### config.mk
export PLATFORM = sky130hd
export DESIGN_NAME = glyph_pixel_rasterizer
export DESIGN_NICKNAME = d
export VERILOG_FILES = /design/src/hw/rtl/gpr_pkg.sv /design/src/hw/rtl/gpr_ctrl.sv /design/src/hw/rtl/gpr_datapath.sv /design/src/hw/rtl/glyph_pixel_rasterizer.sv
export SDC_FILE = /design/constraint.sdc
export NUM_CORES = 2
export LEC_CHECK = 0
export BUFFER_PORTS_ARGS = -buffer_cell sky130_fd_sc_hd__buf_2
export CAP_MARGIN = 20
export CORE_MARGIN = 2
export CORE_UTILIZATION = 57
export DETAILED_ROUTE_END_ITERATION = 8
export PLACE_DENSITY = 0.87
export SYNTH_ARGS = -nofsm -noshare
export SYNTH_HDL_FRONTEND = slang
export SYNTH_SLANG_ARGS = --single-unit
export TNS_END_PERCENT = 20
### constraint.sdc
create_clock -name clk_i -period 10.1 [get_ports clk_i]
set_input_delay 2.02 -clock clk_i [delete_from_list [all_inputs] [get_ports clk_i]]
set_output_delay 2.02 -clock clk_i [all_outputs]
set_load 0.05 [all_outputs]
### src/hw/rtl/gpr_pkg.sv
package gpr_pkg;

  localparam int GLYPH_SIZE = 8;
  localparam int PIXELS     = GLYPH_SIZE * GLYPH_SIZE;
  localparam int POS_W      = $clog2(PIXELS);
  localparam int COL_W      = $clog2(GLYPH_SIZE);

  localparam int CFG_IDX_W  = 2;
  localparam int CFG_DATA_W = 32;

  localparam logic [CFG_IDX_W-1:0] CFG_SCREEN_WIDTH  = 2'd0;
  localparam logic [CFG_IDX_W-1:0] CFG_SCREEN_HEIGHT = 2'd1;
  localparam logic [CFG_IDX_W-1:0] CFG_ROW_PITCH     = 2'd2;
  localparam logic [CFG_IDX_W-1:0] CFG_FRAME_BASE    = 2'd3;

  localparam logic [12:0] RST_SCREEN_WIDTH  = 13'd640;
  localparam logic [12:0] RST_SCREEN_HEIGHT = 13'd480;
  localparam logic [14:0] RST_ROW_PITCH     = 15'd2560;
  localparam logic [31:0] RST_FRAME_BASE    = 32'd0;

  typedef struct packed {
    logic [PIXELS-1:0] glyph_bits;
    logic signed [15:0] origin_x;
    logic signed [15:0] origin_y;
    logic [31:0]        ink_color;
  } in_item_t;

  typedef struct packed {
    logic [31:0] write_address;
    logic [31:0] write_color;
    logic        last_write;
  } out_item_t;

  typedef enum logic [1:0] {
    ST_IDLE,
    ST_SETUP,
    ST_SCAN
  } state_e;

  typedef struct packed {
    logic load;
    logic setup;
    logic advance;
    logic emit;
  } cmd_t;

  typedef struct packed {
    logic vis;
    logic out_ready;
    logic last;
  } sts_t;

endpackage

### src/hw/rtl/gpr_ctrl.sv
module gpr_ctrl (
  input  logic          clk_i,
  input  logic          rst_ni,
  input  logic          in_valid_i,
  output logic          in_stall_o,
  input  gpr_pkg::sts_t sts_i,
  output gpr_pkg::cmd_t cmd_o
);

  gpr_pkg::state_e state_q, state_d;

  always_ff @(posedge clk_i or negedge rst_ni) begin
    if (!rst_ni) begin
      state_q <= gpr_pkg::ST_IDLE;
    end else begin
      state_q <= state_d;
    end
  end

  always_comb begin
    state_d    = state_q;
    cmd_o      = '0;
    in_stall_o = 1'b1;
    unique case (state_q)
      gpr_pkg::ST_IDLE: begin
        in_stall_o = 1'b0;
        if (in_valid_i) begin
          cmd_o.load = 1'b1;
          state_d    = gpr_pkg::ST_SETUP;
        end
      end
      gpr_pkg::ST_SETUP: begin
        cmd_o.setup = 1'b1;
        state_d     = gpr_pkg::ST_SCAN;
      end
      gpr_pkg::ST_SCAN: begin
        cmd_o.advance = !sts_i.vis || sts_i.out_ready;
        cmd_o.emit    = sts_i.vis && sts_i.out_ready;
        if (cmd_o.advance && sts_i.last) begin
          state_d = gpr_pkg::ST_IDLE;
        end
      end
      default: begin
        state_d = gpr_pkg::ST_IDLE;
      end
    endcase
  end

endmodule

### src/hw/rtl/gpr_datapath.sv
module gpr_datapath (
  input  logic                             clk_i,
  input  logic                             rst_ni,
  input  logic                             cfg_we_i,
  input  logic [gpr_pkg::CFG_IDX_W-1:0]    cfg_index_i,
  input  logic [gpr_pkg::CFG_DATA_W-1:0]   cfg_wdata_i,
  input  gpr_pkg::in_item_t                in_item_i,
  input  gpr_pkg::cmd_t                    cmd_i,
  output gpr_pkg::sts_t                    sts_o,
  output logic                             out_valid_o,
  input  logic                             out_stall_i,
  output gpr_pkg::out_item_t               out_item_o
);

  logic [12:0] width_q, height_q;
  logic [14:0] pitch_q;
  logic [31:0] base_q;

  logic [gpr_pkg::PIXELS-1:0] glyph_q;
  logic [15:0]                ox_q, oy_q;
  logic [31:0]                ink_q;

  logic [gpr_pkg::PIXELS-1:0] rem_q;
  logic [gpr_pkg::POS_W-1:0]  pos_q;
  logic [31:0]                rowacc_q;

  logic                       out_valid_q;
  gpr_pkg::out_item_t         out_q;

  logic [16:0]                xs [gpr_pkg::GLYPH_SIZE];
  logic [16:0]                ys [gpr_pkg::GLYPH_SIZE];
  logic [gpr_pkg::GLYPH_SIZE-1:0] colv, rowv;
  logic [gpr_pkg::PIXELS-1:0] vis_mask;
  logic signed [29:0]         prod;
  logic [31:0]                rowbase;
  logic [31:0]                stride4;
  logic [gpr_pkg::COL_W-1:0]  col;
  logic [16:0]                x_cur;
  logic [31:0]                addr;
  logic [gpr_pkg::PIXELS-1:0] rem_next;
  logic                       out_ready;

  always_ff @(posedge clk_i or negedge rst_ni) begin
    if (!rst_ni) begin
      width_q  <= gpr_pkg::RST_SCREEN_WIDTH;
      height_q <= gpr_pkg::RST_SCREEN_HEIGHT;
      pitch_q  <= gpr_pkg::RST_ROW_PITCH;
      base_q   <= gpr_pkg::RST_FRAME_BASE;
    end else if (cfg_we_i) begin
      unique case (cfg_index_i)
        gpr_pkg::CFG_SCREEN_WIDTH:  width_q  <= cfg_wdata_i[12:0];
        gpr_pkg::CFG_SCREEN_HEIGHT: height_q <= cfg_wdata_i[12:0];
        gpr_pkg::CFG_ROW_PITCH:     pitch_q  <= cfg_wdata_i[14:0];
        gpr_pkg::CFG_FRAME_BASE:    base_q   <= cfg_wdata_i[31:0];
        default: ;
      endcase
    end
  end

  always_comb begin
    for (int c = 0; c < gpr_pkg::GLYPH_SIZE; c++) begin
      xs[c]   = {ox_q[15], ox_q} + 17'(c);
      colv[c] = !xs[c][16] && (xs[c][15:0] < {3'b000, width_q});
      ys[c]   = {oy_q[15], oy_q} + 17'(c);
      rowv[c] = !ys[c][16] && (ys[c][15:0] < {3'b000, height_q});
    end
    for (int r = 0; r < gpr_pkg::GLYPH_SIZE; r++) begin
      for (int c = 0; c < gpr_pkg::GLYPH_SIZE; c++) begin
        vis_mask[r*gpr_pkg::GLYPH_SIZE+c] =
          glyph_q[r*gpr_pkg::GLYPH_SIZE+c] & rowv[r] & colv[c];
      end
    end
  end

  assign prod    = 30'($signed(oy_q)) * 30'($signed({1'b0, pitch_q[14:2]}));
  assign rowbase = base_q + {prod, 2'b00};
  assign stride4 = {17'b0, pitch_q[14:2], 2'b00};

  assign col      = pos_q[gpr_pkg::COL_W-1:0];
  assign x_cur    = xs[col];
  assign addr     = rowacc_q + {{13{x_cur[16]}}, x_cur, 2'b00};
  assign rem_next = rem_q & ~({{(gpr_pkg::PIXELS-1){1'b0}}, 1'b1} << pos_q);

  assign out_ready = !out_valid_q || !out_stall_i;

  assign sts_o.vis       = rem_q[pos_q];
  assign sts_o.out_ready = out_ready;
  assign sts_o.last      = (pos_q == gpr_pkg::POS_W'(gpr_pkg::PIXELS - 1)) ||
                           (rem_next == '0);

  always_ff @(posedge clk_i) begin
    if (cmd_i.load) begin
      glyph_q <= in_item_i.glyph_bits;
      ox_q    <= in_item_i.origin_x;
      oy_q    <= in_item_i.origin_y;
      ink_q   <= in_item_i.ink_color;
    end
    if (cmd_i.setup) begin
      rowacc_q <= rowbase;
    end else if (cmd_i.advance && (col == gpr_pkg::COL_W'(gpr_pkg::GLYPH_SIZE - 1))) begin
      rowacc_q <= rowacc_q + stride4;
    end
    if (cmd_i.emit) begin
      out_q.write_address <= addr;
      out_q.write_color   <= ink_q;
      out_q.last_write    <= (rem_next == '0);
    end
  end

  always_ff @(posedge clk_i or negedge rst_ni) begin
    if (!rst_ni) begin
      rem_q       <= '0;
      pos_q       <= '0;
      out_valid_q <= 1'b0;
    end else begin
      if (cmd_i.setup) begin
        rem_q <= vis_mask;
        pos_q <= '0;
      end else if (cmd_i.advance) begin
        rem_q <= rem_next;
        pos_q <= pos_q + 1'b1;
      end
      if (cmd_i.emit) begin
        out_valid_q <= 1'b1;
      end else if (!out_stall_i) begin
        out_valid_q <= 1'b0;
      end
    end
  end

  assign out_valid_o = out_valid_q;
  assign out_item_o  = out_q;

endmodule

### src/hw/rtl/glyph_pixel_rasterizer.sv
// Channel   Direction  Handshake              Payload
// in        input      in_valid_i/in_stall_o  gpr_pkg::in_item_t (glyph, origin, ink)
// out       output     out_valid_o/out_stall_i gpr_pkg::out_item_t (address, color, last)
// cfg       input      cfg_we_i               cfg_index_i, cfg_wdata_i
//
// One glyph is loaded, then goes through a setup state and one scan step per bit position up
// to its last visible pixel.
// The scan walks up to 64 positions one per cycle; each visible pixel is one item out.
// An output stall holds the scan on the pending visible pixel.
// Reset restores the screen registers to 640x480, pitch 2560, base 0.
module glyph_pixel_rasterizer (
  input  logic                           clk_i,
  input  logic                           rst_ni,
  input  logic                           cfg_we_i,
  input  logic [gpr_pkg::CFG_IDX_W-1:0]  cfg_index_i,
  input  logic [gpr_pkg::CFG_DATA_W-1:0] cfg_wdata_i,
  input  logic                           in_valid_i,
  output logic                           in_stall_o,
  input  gpr_pkg::in_item_t              in_item_i,
  output logic                           out_valid_o,
  input  logic                           out_stall_i,
  output gpr_pkg::out_item_t             out_item_o
);

  gpr_pkg::cmd_t cmd;
  gpr_pkg::sts_t sts;

  gpr_ctrl u_ctrl (
    .clk_i      (clk_i),
    .rst_ni     (rst_ni),
    .in_valid_i (in_valid_i),
    .in_stall_o (in_stall_o),
    .sts_i      (sts),
    .cmd_o      (cmd)
  );

  gpr_datapath u_datapath (
    .clk_i       (clk_i),
    .rst_ni      (rst_ni),
    .cfg_we_i    (cfg_we_i),
    .cfg_index_i (cfg_index_i),
    .cfg_wdata_i (cfg_wdata_i),
    .in_item_i   (in_item_i),
    .cmd_i       (cmd),
    .sts_o       (sts),
    .out_valid_o (out_valid_o),
    .out_stall_i (out_stall_i),
    .out_item_o  (out_item_o)
  );

endmodule

==> key figures <==
Run status
  – Status: complete, no violations

Placed design
  – Input/output buffers: 233
  – Placed inst area: 36300 um^2
  – HPWL after DPL: 77.9 mm
  – Final GP Congestion: 0.994

Route
  – Via count: 28652
  – 1st-iter DRT viols: 3120
  – Via density: 6.34
  – DRT Wirelength: 103 mm
  – DR WL/cell: 22.9 um
  – ANT nets after route: 0
  – # DRC: 0
  – 1st-pass router iterations: 6

Global route
  – Initial antenna violation count: 0
  – Global-route total usage across every layer: between 30% and 40%
  – Number of global-route vias before repair: about 29000
  – Total grt overflow: 0
  – Largest net degree at the start of global routing: 83
  – First-pass GRT wire length: 162 mm

Synthesis
  – Area leader, netlist: edfxtp_1
  – Synth Instances: 3534
  – Post-Syn Area: 34500 um^2
  – Synth warn: 0
  – Post-synthesis register bit count: 369
  – Async SR Flop Fraction: about two fifths
  – Sequential area share after synthesis: about 30%
  – Synth top area share: 19.6%
  – Yosys cell types: 86
  – Syn_area_per_cell: 9.75 um^2
  – Top post-synthesis cells by area: edfxtp_1 20%, ha_1 13%, fa_1 12%, dfrtp_1 9.9%, xnor2_1 3.9%
  – Syn Nets: about 4300
  – Top FF cell, synth: edfxtp_1
  – Post-synth EDFFs: 225

Clocking
  – Clock transition at path regs: 0.06 ns
  – CTS buffer count: 43
  – CTS tree: done
  – Hold_buf cts: 0
  – PostCTS Resize Cnt: 0
  – Maximum clock path buffer count: 3
  – Clock Latency Late Sink: 0.60 ns
  – Setup Buffers After CTS: 0
  – Root Driver: clkbuf_16
  – Htree depth: 2
  – Num Clock Sinks: between 300 and 400

Floorplanning
  – Ports: 234
  – Die W: 250 um
  – Starting Density: a little under three fifths
  – Die area: 62500 um^2
  – Die Ht: 250 um
  – Rows: 90
  – CORE AREA: 60000 um^2

Setup path
  – CP arrival: roughly 8.8 ns
  – Setup crit start kind: flip-flop
  – Worst Setup End Kind: flip-flop
  – Worst Path Buf+Inv: 5
  – Critical path's top delay family: adder cells
  – Max stage delay on crit path: approximately 1.1 ns
  – Setup Crit Path Kind: flip-flop to flip-flop
  – Crit-path slowest cell: edfxtp_1
  – Crit path required time: 10.42 ns
  – CP max FO: 26

Timing
  – Worst Skew: 0.0370 ns
  – Period minus WS final: 8.52 ns
  – # setup viols final: 0
  – Rel. slew slack: 29.1%
  – RSZ-0062 raised after global routing: false
  – Setup TNS: 0 ns
  – Hold Fails Final Rpt: 0
  – Period utilization: 84.3%
  – Pins over their slew limit: 0
  – Fmax: 117 MHz
  – Worst hold margin: 0.417 ns
  – Worst slew pin tran: 1.06 ns

Layout
  – Finished Core Util: 63.2%
  – Final-layout fill cell count: between 4000 and 5000
  – ANT cells: 0
  – Storage cell area: 10400 um^2
  – Share of cells above drive strength 1: 13.7%
  – Final net count: ~4400
  – Multi-input logic area: 22200 um^2
  – Syn-to-layout area delta: 10.1%
  – Final instance area: ~38000 um^2

Job
  – Maxcap violations: 0

Hold path
  – Worst hold path type: flip-flop to flip-flop
flip-flops by register name, summed over array words and instances (netlist names):
signal,cells
u_datapath.rem_q,64
u_datapath.base_q,32
u_datapath.out_valid_o,1
u_datapath.pos_q,6
u_datapath.out_item_o,65
u_datapath.ink_q,32
u_datapath.oy_q,16
u_datapath.height_q,13
u_datapath.rowacc_q,32
u_ctrl.state_q,2
u_datapath.ox_q,16
u_datapath.width_q,13
u_datapath.glyph_q,64
u_datapath.pitch_q,13
synth_stat cells (8+ instances only):
cell type and instances:
a211o_1 9, a211oi_1 27, a21o_1 61, a21oi_1 211
a31o_1 13, a31o_2 33, a31oi_1 14, and2_1 107
and3_1 30, buf_1 28, buf_2 11, clkbuf_1 102
dfrtp_1 136, dfstp_2 8, edfxtp_1 225, fa_1 205
ha_1 355, inv_1 345, mux2_2 68, mux2i_1 17
mux4_1 15, mux4_2 15, nand2_1 329, nand2b_1 25
nand3_1 85, nand3b_1 10, nand4_1 31, nor2_1 210
nor2b_1 25, nor3_1 63, nor3b_1 9, o211ai_1 40
o21a_1 29, o21ai_0 154, o21bai_1 14, o22ai_1 11
o311a_1 20, o31ai_1 11, o32ai_1 18, or2_2 16
or3_1 9, xnor2_1 154, xor2_1 122
kinds of logic (layout without fill, tap and decap cells):
group / count (synthesis) / after routing / share of synthesized area (%)
AO/OA/AOI/OAI: 732 / 732 / 13.9
XOR/XNOR: 276 / 276 / 7.01
adder cells (fa/ha/maj): 560 / 560 / 24.8
buffers and inverters: 499 / 703 / 5.67
flip-flops: 369 / 369 / 30.1
multiplexers: 115 / 115 / 4.84
AND/OR/NAND/NOR: 983 / 983 / 13.7
worst paths after layout:
| path | startpoint | to | slack, ns | depth (start not counted) |
|---|---|---|---|---|
| setup / recovery | u_datapath.oy_q[3]$_DFFE_PP_ | u_datapath.rowacc_q[31]$_DFFE_PP_ | 1.58 | 29 |
| hold / removal | u_datapath.ink_q[19]$_DFFE_PP_ | u_datapath.out_item_o[20]$_DFFE_PP_ | 0.42 | 0 |
| setup reg to reg | u_datapath.oy_q[3]$_DFFE_PP_ | u_datapath.rowacc_q[31]$_DFFE_PP_ | 1.58 | 29 |
| hold reg to reg | u_datapath.ink_q[19]$_DFFE_PP_ | u_datapath.out_item_o[20]$_DFFE_PP_ | 0.42 | 0 |
| max in group asynchronous | rst_ni | u_datapath.pos_q[0]$_DFFE_PN0P_ | 7.16 | 2 |
| min in group asynchronous | rst_ni | u_datapath.rem_q[0]$_DFFE_PN0P_ | 1.50 | 1 |
cell usage in the layout (no fill, tap or decap), drive strengths merged, types with 64 or more instances in the layout:
master and count:
a21oi 211, and2 108, buf 275, dfrtp 136
edfxtp 225, fa 205, ha 355, inv 349
mux2 68, nand2 329, nand3 85, nor2 213
nor3 64, o21ai 156, xnor2 154, xor2 122
worst register-to-register path, delay by kind of cell (launching register included):
family / cells / cell delay, ns
and+or+nand+nor: 4 / 1.13
adders and majority gates: 8 / 3.57
buffers and inverters: 5 / 0.24
muxes: 1 / 0.08
xor gates and xnor gates: 3 / 0.48
AOI/OAI and AO/OA: 8 / 1.71
DFF: 1 / 1.05
area by class of cell:
| class | count | area share (%) |
|---|---|---|
| Clock buffer | 49 | 2.90 |
| Inverter | 347 | 3.43 |
| Sequential cell | 369 | 27.3 |
| Tap cell | 782 | 2.58 |
| Timing Repair Buffer | 276 | 4.04 |
| Clock inverter | 31 | 1.20 |
| Multi-Input combinational cell | 2666 | 58.5 |
layer usage:
metal / wire length (um) / up-vias / global-route usage [%]
met5: 0 / - / 0
met4: 6510 / 0 / 19.0
met3: 10200 / 370 / 6.18
met2: 47800 / 1655 / 53.8
met1: 38900 / 13890 / 41.7
li1: - / 12737 / -
per-stage QoR:
| stage | instances | setup WS (ns) |
|---|---|---|
| 2_1_floorplan | 3534 | 2.13 |
| 3_3_place_gp | 4436 | 1.74 |
| 3_5_place_dp | 4436 | 1.58 |
| 4_1_cts | 4516 | 1.57 |
| 5_1_grt | 4520 | 1.05 |
| 6_report | 4520 | 1.58 |
Power is left out: the tool's default activity adds up to more than one toggle a clock period on the data nets, which glitch-free logic cannot reach.
